[src/hdl/bbfe_pkg.sv]
// Package for the byte-budget FIFO evictor.
// Holds sizes, the stored entry type, cell control and transaction payload structs.
// No dependencies; every other file imports it.
`timescale 1ns / 1ps

package bbfe_pkg;

    localparam int DEPTH       = 64;
    localparam int HANDLE_BITS = 16;
    localparam int CNT_W       = $clog2(DEPTH + 1);
    localparam int BYTE_W      = 16;
    localparam logic [BYTE_W-1:0] BUDGET_RESET = 16'd4096;

    typedef struct packed {
        logic [HANDLE_BITS-1:0] handle;
        logic [BYTE_W-1:0]      size;
    } entry_t;

    typedef struct packed {
        logic shift;
        logic load;
    } cell_ctl_t;

    typedef struct packed {
        logic [15:0] blob_handle;
        logic [15:0] blob_bytes;
    } blob_t;

    typedef struct packed {
        logic        evicted_valid;
        logic [15:0] evicted_handle;
        logic [15:0] evicted_size;
        logic        new_tracked;
        logic [6:0]  live_count;
        logic [15:0] live_bytes;
        logic        last;
    } result_t;

endpackage

[src/hdl/bbfe_cell.sv]
// One age-queue cell: holds one entry, loads a new one or takes its younger neighbor's.
// Depends on bbfe_pkg.
`timescale 1ns / 1ps

module bbfe_cell
    import bbfe_pkg::*;
(
    input  logic      clk,
    input  cell_ctl_t ctl,
    input  entry_t    up,
    input  entry_t    fresh,
    output entry_t    q
);

    entry_t entry_reg;
    entry_t entry_next;

    always_comb
    begin
        entry_next = entry_reg;
        if (ctl.load)
        begin
            entry_next = fresh;
        end
        else if (ctl.shift)
        begin
            entry_next = up;
        end
    end

    always_ff @(posedge clk)
    begin
        entry_reg <= entry_next;
    end

    assign q = entry_reg;

endmodule

[src/hdl/bbfe_chain.sv]
// Row of DEPTH cells, oldest entry at cell 0; shifting moves every entry one cell older.
// Depends on bbfe_pkg and bbfe_cell.
`timescale 1ns / 1ps

module bbfe_chain
    import bbfe_pkg::*;
(
    input  logic             clk,
    input  logic             shift,
    input  logic             load,
    input  logic [CNT_W-1:0] wr_pos,
    input  entry_t           fresh,
    output entry_t           head
);

    entry_t q [DEPTH];

    genvar i;
    generate
        for (i = 0; i < DEPTH; i++)
        begin : g_cell
            cell_ctl_t ctl;
            entry_t    up;

            assign ctl.shift = shift;
            assign ctl.load  = load && (wr_pos == CNT_W'(i));

            if (i == DEPTH - 1)
            begin : g_top
                assign up = '0;
            end
            else
            begin : g_mid
                assign up = q[i+1];
            end

            bbfe_cell u_cell (
                .clk   (clk),
                .ctl   (ctl),
                .up    (up),
                .fresh (fresh),
                .q     (q[i])
            );
        end
    endgenerate

    assign head = q[0];

endmodule

[src/hdl/byte_budget_fifo_evictor.sv]
// Top level of the byte-budget FIFO evictor: sequencer, totals, output register.
// Depends on bbfe_pkg and bbfe_chain.
//
//   channel   direction  handshake                  payload
//   blob      in         blob_valid / blob_stall    blob_t   (handle, length)
//   result    out        result_valid / result_stall result_t
//   cfg       in         cfg_we                     cfg_data (byte budget)
//
// An item is accepted, then entries are evicted through cell 0 of the chain one by one,
// the last eviction also appending the new blob; with nothing to evict it is appended alone if a cell is free.
// A stalled output register holds the sequencer between steps.
// blob_stall stays high from acceptance until the final result is in the output register.
// Reset clears the count, byte total and sequencer; the budget returns to 4096.
`timescale 1ns / 1ps

module byte_budget_fifo_evictor
    import bbfe_pkg::*;
(
    input  logic              clk,
    input  logic              rst_n,
    input  logic              blob_valid,
    output logic              blob_stall,
    input  blob_t             blob,
    output logic              result_valid,
    input  logic              result_stall,
    output result_t           result,
    input  logic              cfg_we,
    input  logic [BYTE_W-1:0] cfg_data
);

    localparam logic ST_IDLE = 1'b0;
    localparam logic ST_RUN  = 1'b1;

    logic              state_reg, state_next;
    logic [CNT_W-1:0]  count_reg, count_next;
    logic [BYTE_W-1:0] total_reg, total_next;
    logic [BYTE_W-1:0] budget_reg;
    entry_t            item_reg;
    result_t           out_reg, out_next;
    logic              out_valid_reg, out_valid_next;

    logic              accept;
    logic              out_free;
    logic              step;
    logic              need_evict;
    logic              more;
    logic [BYTE_W:0]   sum_now;
    logic [BYTE_W-1:0] total_ev;
    logic [BYTE_W:0]   sum_ev;
    logic              shift;
    logic              load;
    logic [CNT_W-1:0]  wr_pos;
    entry_t            head;

    assign blob_stall = (state_reg != ST_IDLE);
    assign accept     = blob_valid && !blob_stall;
    assign out_free   = !out_valid_reg || !result_stall;
    assign step       = (state_reg == ST_RUN) && out_free;

    assign sum_now    = {1'b0, total_reg} + {1'b0, item_reg.size};
    assign need_evict = (count_reg != '0) && (sum_now > {1'b0, budget_reg});
    assign total_ev   = total_reg - head.size;
    assign sum_ev     = {1'b0, total_ev} + {1'b0, item_reg.size};
    assign more       = (count_reg > CNT_W'(1)) && (sum_ev > {1'b0, budget_reg});

    assign shift  = step && need_evict;
    assign load   = step && ((need_evict && !more) ||
                             (!need_evict && (count_reg < CNT_W'(DEPTH))));
    assign wr_pos = need_evict ? (count_reg - CNT_W'(1)) : count_reg;

    bbfe_chain u_chain (
        .clk    (clk),
        .shift  (shift),
        .load   (load),
        .wr_pos (wr_pos),
        .fresh  (item_reg),
        .head   (head)
    );

    always_comb
    begin
        state_next     = state_reg;
        count_next     = count_reg;
        total_next     = total_reg;
        out_next       = out_reg;
        out_valid_next = out_valid_reg && result_stall;

        if (accept)
        begin
            state_next = ST_RUN;
        end

        if (step)
        begin
            out_valid_next = 1'b1;
            if (need_evict)
            begin
                out_next.evicted_valid  = 1'b1;
                out_next.evicted_handle = 16'(head.handle);
                out_next.evicted_size   = head.size;
                if (more)
                begin
                    // evict only, keep walking
                    count_next = count_reg - CNT_W'(1);
                    total_next = total_ev;
                    out_next.new_tracked = 1'b0;
                    out_next.last        = 1'b0;
                end
                else
                begin
                    // evict and append in the same step: count holds
                    total_next = sum_ev[BYTE_W-1:0];
                    out_next.new_tracked = 1'b1;
                    out_next.last        = 1'b1;
                    state_next           = ST_IDLE;
                end
            end
            else
            begin
                out_next.evicted_valid  = 1'b0;
                out_next.evicted_handle = '0;
                out_next.evicted_size   = '0;
                out_next.last           = 1'b1;
                out_next.new_tracked    = load;
                state_next              = ST_IDLE;
                if (load)
                begin
                    count_next = count_reg + CNT_W'(1);
                    total_next = sum_now[BYTE_W-1:0];
                end
            end
            out_next.live_count = 7'(count_next);
            out_next.live_bytes = total_next;
        end
    end

    always_ff @(posedge clk or negedge rst_n)
    begin
        if (!rst_n)
        begin
            state_reg     <= ST_IDLE;
            count_reg     <= '0;
            total_reg     <= '0;
            budget_reg    <= BUDGET_RESET;
            out_valid_reg <= 1'b0;
        end
        else
        begin
            state_reg     <= state_next;
            count_reg     <= count_next;
            total_reg     <= total_next;
            out_valid_reg <= out_valid_next;
            if (cfg_we)
            begin
                budget_reg <= cfg_data;
            end
        end
    end

    always_ff @(posedge clk)
    begin
        out_reg <= out_next;
        if (accept)
        begin
            item_reg.handle <= HANDLE_BITS'(blob.blob_handle);
            item_reg.size   <= blob.blob_bytes;
        end
    end

    assign result_valid = out_valid_reg;
    assign result       = out_reg;

endmodule

[config.mk]
export PLATFORM = sky130hd
export DESIGN_NAME = byte_budget_fifo_evictor
export DESIGN_NICKNAME = d
export VERILOG_FILES = /design/src/hdl/bbfe_pkg.sv /design/src/hdl/bbfe_cell.sv /design/src/hdl/bbfe_chain.sv /design/src/hdl/byte_budget_fifo_evictor.sv
export SDC_FILE = /design/constraint.sdc
export NUM_CORES = 2
export LEC_CHECK = 0
export ABC_AREA = 1
export ABC_CLOCK_PERIOD_IN_PS = 6600
export BUFFER_PORTS_ARGS = -buffer_cell sky130_fd_sc_hd__clkbuf_2
export CAP_MARGIN = 20
export CORE_MARGIN = 8
export CORE_UTILIZATION = 35
export CTS_CLUSTER_DIAMETER = 150
export DETAILED_ROUTE_END_ITERATION = 8
export GPL_ROUTABILITY_DRIVEN = 0
export HOLD_SLACK_MARGIN = 0.03
export SLEW_MARGIN = 20
export SYNTH_ARGS = -nofsm -noshare
export SYNTH_HDL_FRONTEND = slang
export SYNTH_SLANG_ARGS = --single-unit
[constraint.sdc]
create_clock -name clk -period 6.6 [get_ports clk]
set_input_delay 0.99 -clock clk [delete_from_list [all_inputs] [get_ports clk]]
set_output_delay 0.99 -clock clk [all_outputs]
set_load 0.03 [all_outputs]
## After elaboration in Yosys (flattened, before gate mapping)

Cells that the tools add are included.
Widths: inputs -> output; s select.

| storage, ports and cells | value |
|---|---|
| register bits | 2179 |
| output and inout bits | 60 |
| word-level logic and storage cells | 502 |

| operators by class | value |
|---|---|
| $add $sub $neg | 5 |
| magnitude comparators | 4 |
| eq/ne operators | 63 |
| multiplexer cells | 142 |
| reductions and logical operators | 146 |

Operators with widths:

| cell | number |
|---|---|
| $mux 32 | 128 |
| $eq 7x6->1 const B | 32 |
| $reduce_bool 2->1 | 64 |
| $eq 7x5->1 const B | 16 |
| $logic_and 1x1->1 | 73 |
| $eq 7x4->1 const B | 8 |
| $mux 16 | 3 |
| $add 16x16->17 | 2 |
| $gt 17x16->1 | 2 |
| $mux 34 | 1 |
| $eq 7x3->1 const B | 4 |
| $mux 7 | 4 |
| $sub 16x16->16 | 1 |
| $eq 7x2->1 const B | 2 |
| $add 7x1->7 const B | 1 |
| $eq 7x1->1 const B | 1 |
| $gt 7x1->1 const B | 1 |
| $logic_not 7->1 | 1 |
| $lt 7x7->1 const B | 1 |
| $reduce_bool 7->1 | 1 |
| $sub 7x1->7 const B | 1 |
| $mux 1 | 6 |
| $logic_not 1->1 | 5 |
| $logic_or 1x1->1 | 2 |

## Longest topological paths before layout

| depth | value |
|---|---|
| depth in word-level cells | 10 |
| mapped depth | 37 |

## By module

A second synthesis with hierarchy kept.

| unflattened totals | value |
|---|---|
| cell total of the unflattened synthesis | 9906 |
| area, all modules | 98783.5 µm² |

Modules (own cells, without submodules):

| module | times used | cells an instance | area each (µm²) |
|---|---|---|---|
| bbfe_cell | 64 | 137 | 1401.3 |
| byte_budget_fifo_evictor | 1 | 1014 | 8578.2 |
| bbfe_chain | 1 | 124 | 519.2 |

## Least setup slack after synthesis

Ideal clock, no wire load.

| timing | value |
|---|---|
| path type | reg2reg |
| start point | reg total_reg[0] |
| end point | reg u_chain.g_cell[14].u_cell.entry_reg, in the netlist u_chain.g_cell[14].u_cell.q[0], enable pin |
| arrival | 5.630 ns |
| setup slack | 0.581 ns |
| cell stages (with the launch flop) | 34 |
| period minus slack after synthesis | 6.019 ns |
| path through | dfrtp_1 -> inv_1 -> ha_1 -> inv_1 -> fa_1 -> nand3_1 -> nand3_1 -> a21oi_1 -> nor2_1 -> nor2_1 -> xor2_1 -> inv_1 -> ha_1 -> a21oi_1 -> o21ai_0 -> a21boi_0 -> o21ai_0 -> xor2_1 -> ha_1 -> inv_1 -> nor3_1 -> nand3_1 -> nand3b_1 -> nand2_1 -> nand2_1 -> nand2_1 -> inv_2 -> nand3_2 -> nand3_4 -> inv_2 -> clkbuf_1 -> nand3_1 -> clkbuf_1 -> nand2_1 |

| on the way | value |
|---|---|
| cells in the longest elaborated chain, start to end | 10 |
| elaborated cells between the ends (all ways) | 18 |

Ends and longest elaborated chain:

| what | RTL line | text |
|---|---|---|
| start, declared | byte_budget_fifo_evictor.sv:36 | `logic [BYTE_W-1:0] total_reg, total_next;` |
| start signal, assigned | byte_budget_fifo_evictor.sv:151 | `total_reg <= total_next;` |
| $sub 16x16->16 | byte_budget_fifo_evictor.sv:62 | `assign total_ev = total_reg - head.size;` |
| $add 16x16->17 | byte_budget_fifo_evictor.sv:63 | `assign sum_ev = {1'b0, total_ev} + {1'b0, item_reg.size};` |
| $gt 17x16->1 | byte_budget_fifo_evictor.sv:64 | `assign more = (count_reg > CNT_W'(1)) && (sum_ev > {1'b0, budget_reg});` |
| $logic_and 1x1->1 | byte_budget_fifo_evictor.sv:64 |  |
| $logic_not 1->1 | byte_budget_fifo_evictor.sv:67 | `assign load = step && ((need_evict && !more) \|\|` |
| $logic_and 1x1->1 | byte_budget_fifo_evictor.sv:67 |  |
| $logic_or 1x1->1 | byte_budget_fifo_evictor.sv:67 |  |
| $logic_and 1x1->1 | byte_budget_fifo_evictor.sv:67 |  |
| $logic_and 1x1->1 | bbfe_chain.sv:26 | `assign ctl.load = load && (wr_pos == CNT_W'(i));` |
| $reduce_bool 2->1 (no source line) * | -- |  |
| end signal, assigned | bbfe_cell.sv:33 | `entry_reg <= entry_next;` |
| end, declared | bbfe_cell.sv:15 | `entry_t entry_reg;` |

Every way passes the cells marked *; elsewhere a longest branch is shown, timed or not.
A chain may end at the register's enable or synchronous reset.

## Final worst setup path

| timing | value |
|---|---|
| start point | reg total_reg[0] |
| end point | reg u_chain.g_cell[10].u_cell.entry_reg, in the netlist u_chain.g_cell[10].u_cell.q[2], enable pin |

| on the way | value |
|---|---|
| cells in the longest elaborated chain, start to end | 10 |
| elaborated cells between the ends (all ways) | 18 |

Ends and longest elaborated chain:

| what | RTL line |
|---|---|
| $sub 16x16->16 | byte_budget_fifo_evictor.sv:62 |
| $add 16x16->17 | byte_budget_fifo_evictor.sv:63 |
| $gt 17x16->1 | byte_budget_fifo_evictor.sv:64 |
| $logic_and 1x1->1 | byte_budget_fifo_evictor.sv:64 |
| $logic_not 1->1 | byte_budget_fifo_evictor.sv:67 |
| $logic_and 1x1->1 | byte_budget_fifo_evictor.sv:67 |
| $logic_or 1x1->1 | byte_budget_fifo_evictor.sv:67 |
| $logic_and 1x1->1 | byte_budget_fifo_evictor.sv:67 |
| $logic_and 1x1->1 | bbfe_chain.sv:26 |
| $reduce_bool 2->1 (no source line) * | -- |
| end signal, assigned | bbfe_cell.sv:33 |
| end, declared | bbfe_cell.sv:15 |

Marks and branches as above.

==> results.txt <==
----------------------------------------------------
[Status]
  Result of the run ... completed

[Die]
  Die X ... 561 µm
  Core Region ... 296000 µm²
  Starting utilization of the core area ... 35.1%
  Number of primary I/O pins ... 113
  Die extent in y ... 561 µm
  Row cnt ... 200
  Die Footprint ... 315000 µm²

[Synth]
  Most frequent cells after synthesis ... nand2_1, edfxtp_1, nand4_1
  Most instantiated flip-flop cell in the synthesis netlist ... edfxtp_1
  Largest cells by area after synthesis ... edfxtp_1, nand2_1, nand4_1
  Avg Inst Size Synth ... 9.95 µm²
  Proportion of synthesized flip-flops having asynchronous set or reset ... 1.88%
  Synth Net Count ... 10600
  Area share of the largest cell type after synthesis ... 61.7%
  Yosys top cell by area ... edfxtp_1
  Seq/Total Area, Yosys ... 62.7%
  Mapped Cells ... 10500
  Synthesis warning total ... 0
  Number of distinct library cells after synthesis ... 45
  EDFF count, synth ... 2138
  Leading cell type by number of instances after synthesis ... nand2_1
  Area of the mapped netlist ... 104000 µm²
  Post-synthesis register bit count ... 2179

[Critical path]
  Class of the most critical setup path ... reg -> reg
  Master of the slowest instance on the critical path ... dfrtp_1
  Crit. End Element ... flip-flop
  Data required time at the worst endpoint ... 7.14 ns
  Max FO, Critical Path ... 32
  CP bufs+invs ... 9
  Most used cell along the critical path ... nand2_1
  Worst EP arrival ... 6.88 ns
  Category of cells accounting for the largest share of critical-path delay ... simple AND/OR/NAND/NOR gates
  Longest individual stage delay on the worst path ... 0.40 ns
  Launching element type of the critical path ... flip-flop

[Timing]
  Number of setup violations in the final report ... 0
  Final worst hold slack ... 0.219 ns
  Clock skew ... 0.113 ns
  Max-slew headroom ... 25.5%
  Post-Route Setup TNS ... 0 ns
  Final Worst Setup Slack ... 0.260 ns
  Tcrit/Tclk final ... 96.1%
  Measured slew at the worst slew-check pin ... 1.12 ns
  Fmax ... 158 MHz
  Minimum clock period after layout ... 6.34 ns
  Final hold violations ... 0
  Final max-slew violation count ... 0

[Flow run]
  Reported max-cap violation count ... 0

[Clocking]
  Reg clk slew, reported paths ... 0.06 ns
  Maximum number of buffers from clock root to sink ... 4
  Cell at the root of the clock tree ... clkbuf_16
  Clock H-tree levels ... 4
  CTS buffer count ... 237
  Clock network latency to the later pin of the worst-skew pair ... 0.95 ns
  Clk sink count ... 2179
  CTS tree ... built

[Global routing]
  Vias in the first global route ... 77400
  Global-route usage over all layers ... 20.3%
  Initial antenna violation count ... 11
  Largest net degree at the start of global routing ... 112
  Wire length of the first global-routing pass ... 495000 µm
  Leftover overflow at the end of global routing ... 0

[Drt]
  Wire per inst ... 23.7 µm
  Ratio of routed vias to standard cells ... 5.70
  Total wirelength of the detailed-routed design ... 338000 µm
  Number of search-and-repair iterations in the first detailed-routing pass ... 6
  Detailed Route Iter0 Violations ... 10100
  Final ANT Viol Nets ... 0
  Via count of the routed design ... 81600
  Number of remaining DRC errors ... 0

[Finish]
  Share of cells above drive strength 1 ... 9.52%
  Net total in the final layout ... 10300
  Synth-to-Final Area Change ... 12.8%
  Final cell utilization of the core ... 39.6%
  Number of flip-flops in the largest register ... 2048

[Placement]
  Worst-case setup slack after placement ... 0.240 ns
  Number of port buffers ... 112
  HPWL Detailed ... 204000 µm

[Min path]
  Min-delay worst type ... in -> async

----------------------------------------------------
[path summary, 6_finish.rpt]
kind | slack, ns | depth (start not counted) | to | start
setup / recovery | 0.26 | 35 | u_chain.g_cell[10].u_cell.q[2]$_DFFE_PP_ | total_reg[0]$_DFFE_PN0P_
hold / removal | 0.22 | 2 | total_reg[10]$_DFFE_PN0P_ | rst_n
setup reg to reg | 0.26 | 35 | u_chain.g_cell[10].u_cell.q[2]$_DFFE_PP_ | total_reg[0]$_DFFE_PN0P_
hold reg to reg | 0.42 | 2 | u_chain.g_cell[50].u_cell.q[4]$_DFFE_PP_ | u_chain.g_cell[51].u_cell.q[4]$_DFFE_PP_
max in group asynchronous | 5.94 | 2 | budget_reg[0]$_DFFE_PN0P_ | rst_n
min in group clk | 0.28 | 1 | item_reg[5]$_DFFE_PP_ | blob[5]
[area by class of cell]
type	instances	area, µm²
clock buffer	293	6270
sequential	2179	65200
inverter	204	774
fill	28300	179000
clock inverter	129	1360
timing repair buffer	600	5940
antenna	4	10.0
tap	3939	4930
multi-input combinational	6963	32900
[routing by layer]
layer | track usage [%] | up-vias | wire length (µm)
met2 | 34.3 | 4388 | 163000
li1 | - | 36400 | -
met4 | 9.74 | 2 | 18300
met5 | 0 | - | 13
met3 | 4.00 | 1005 | 30300
met1 | 25.0 | 39700 | 127000
[what timing repair did]
| item | 4_1_cts | 5_1_grt |
|---|---|---|
| setup endpoints to repair | 0 | 4102 |
| buffers inserted | 0 | 4 |
| hold buffers | 0 | 0 |
| resized for setup | 0 | 7 |
[cells in the final DEF (no fill, tap or decap), drive strengths merged, types with 27 or more instances in the layout]
| cell type | Yosys | final |
|---|---|---|
| nor2 | 128 | 128 |
| a21oi | 55 | 55 |
| nand2 | 4381 | 4381 |
| bufinv | 0 | 27 |
| xor2 | 37 | 37 |
| nand4 | 1914 | 1914 |
| dfrtp | 40 | 40 |
| buf | 813 | 488 |
| clkinv | 1 | 92 |
| nand3 | 247 | 247 |
| inv | 203 | 206 |
| ha | 84 | 84 |
| o21ai | 42 | 42 |
| edfxtp | 2138 | 2138 |
| clkbuf | 300 | 405 |
[kinds of logic after synthesis]
kind of cell,count (synthesis),share of synthesized area [%]
muxes,1,0.0108
adders and majority gates,87,1.07
AOI/OAI and AO/OA,137,0.756
DFF,2179,62.7
and+or+nand+nor,6692,29.3
buffers and inverters,1317,5.84
xor gates and xnor gates,46,0.387
[through the flow]
| stage | cells | instance area, µm² |
|---|---|---|
| floorplan | 10500 | 104000 |
| global placement | 13900 | 110000 |
| detailed placement | 13900 | 110000 |
| CTS | 14300 | 117000 |
| global route | 14300 | 117000 |
| finish | 14300 | 117000 |
Power is left out: the tool's default activity adds up to more than one toggle a clock period on the data nets, which glitch-free logic cannot reach.
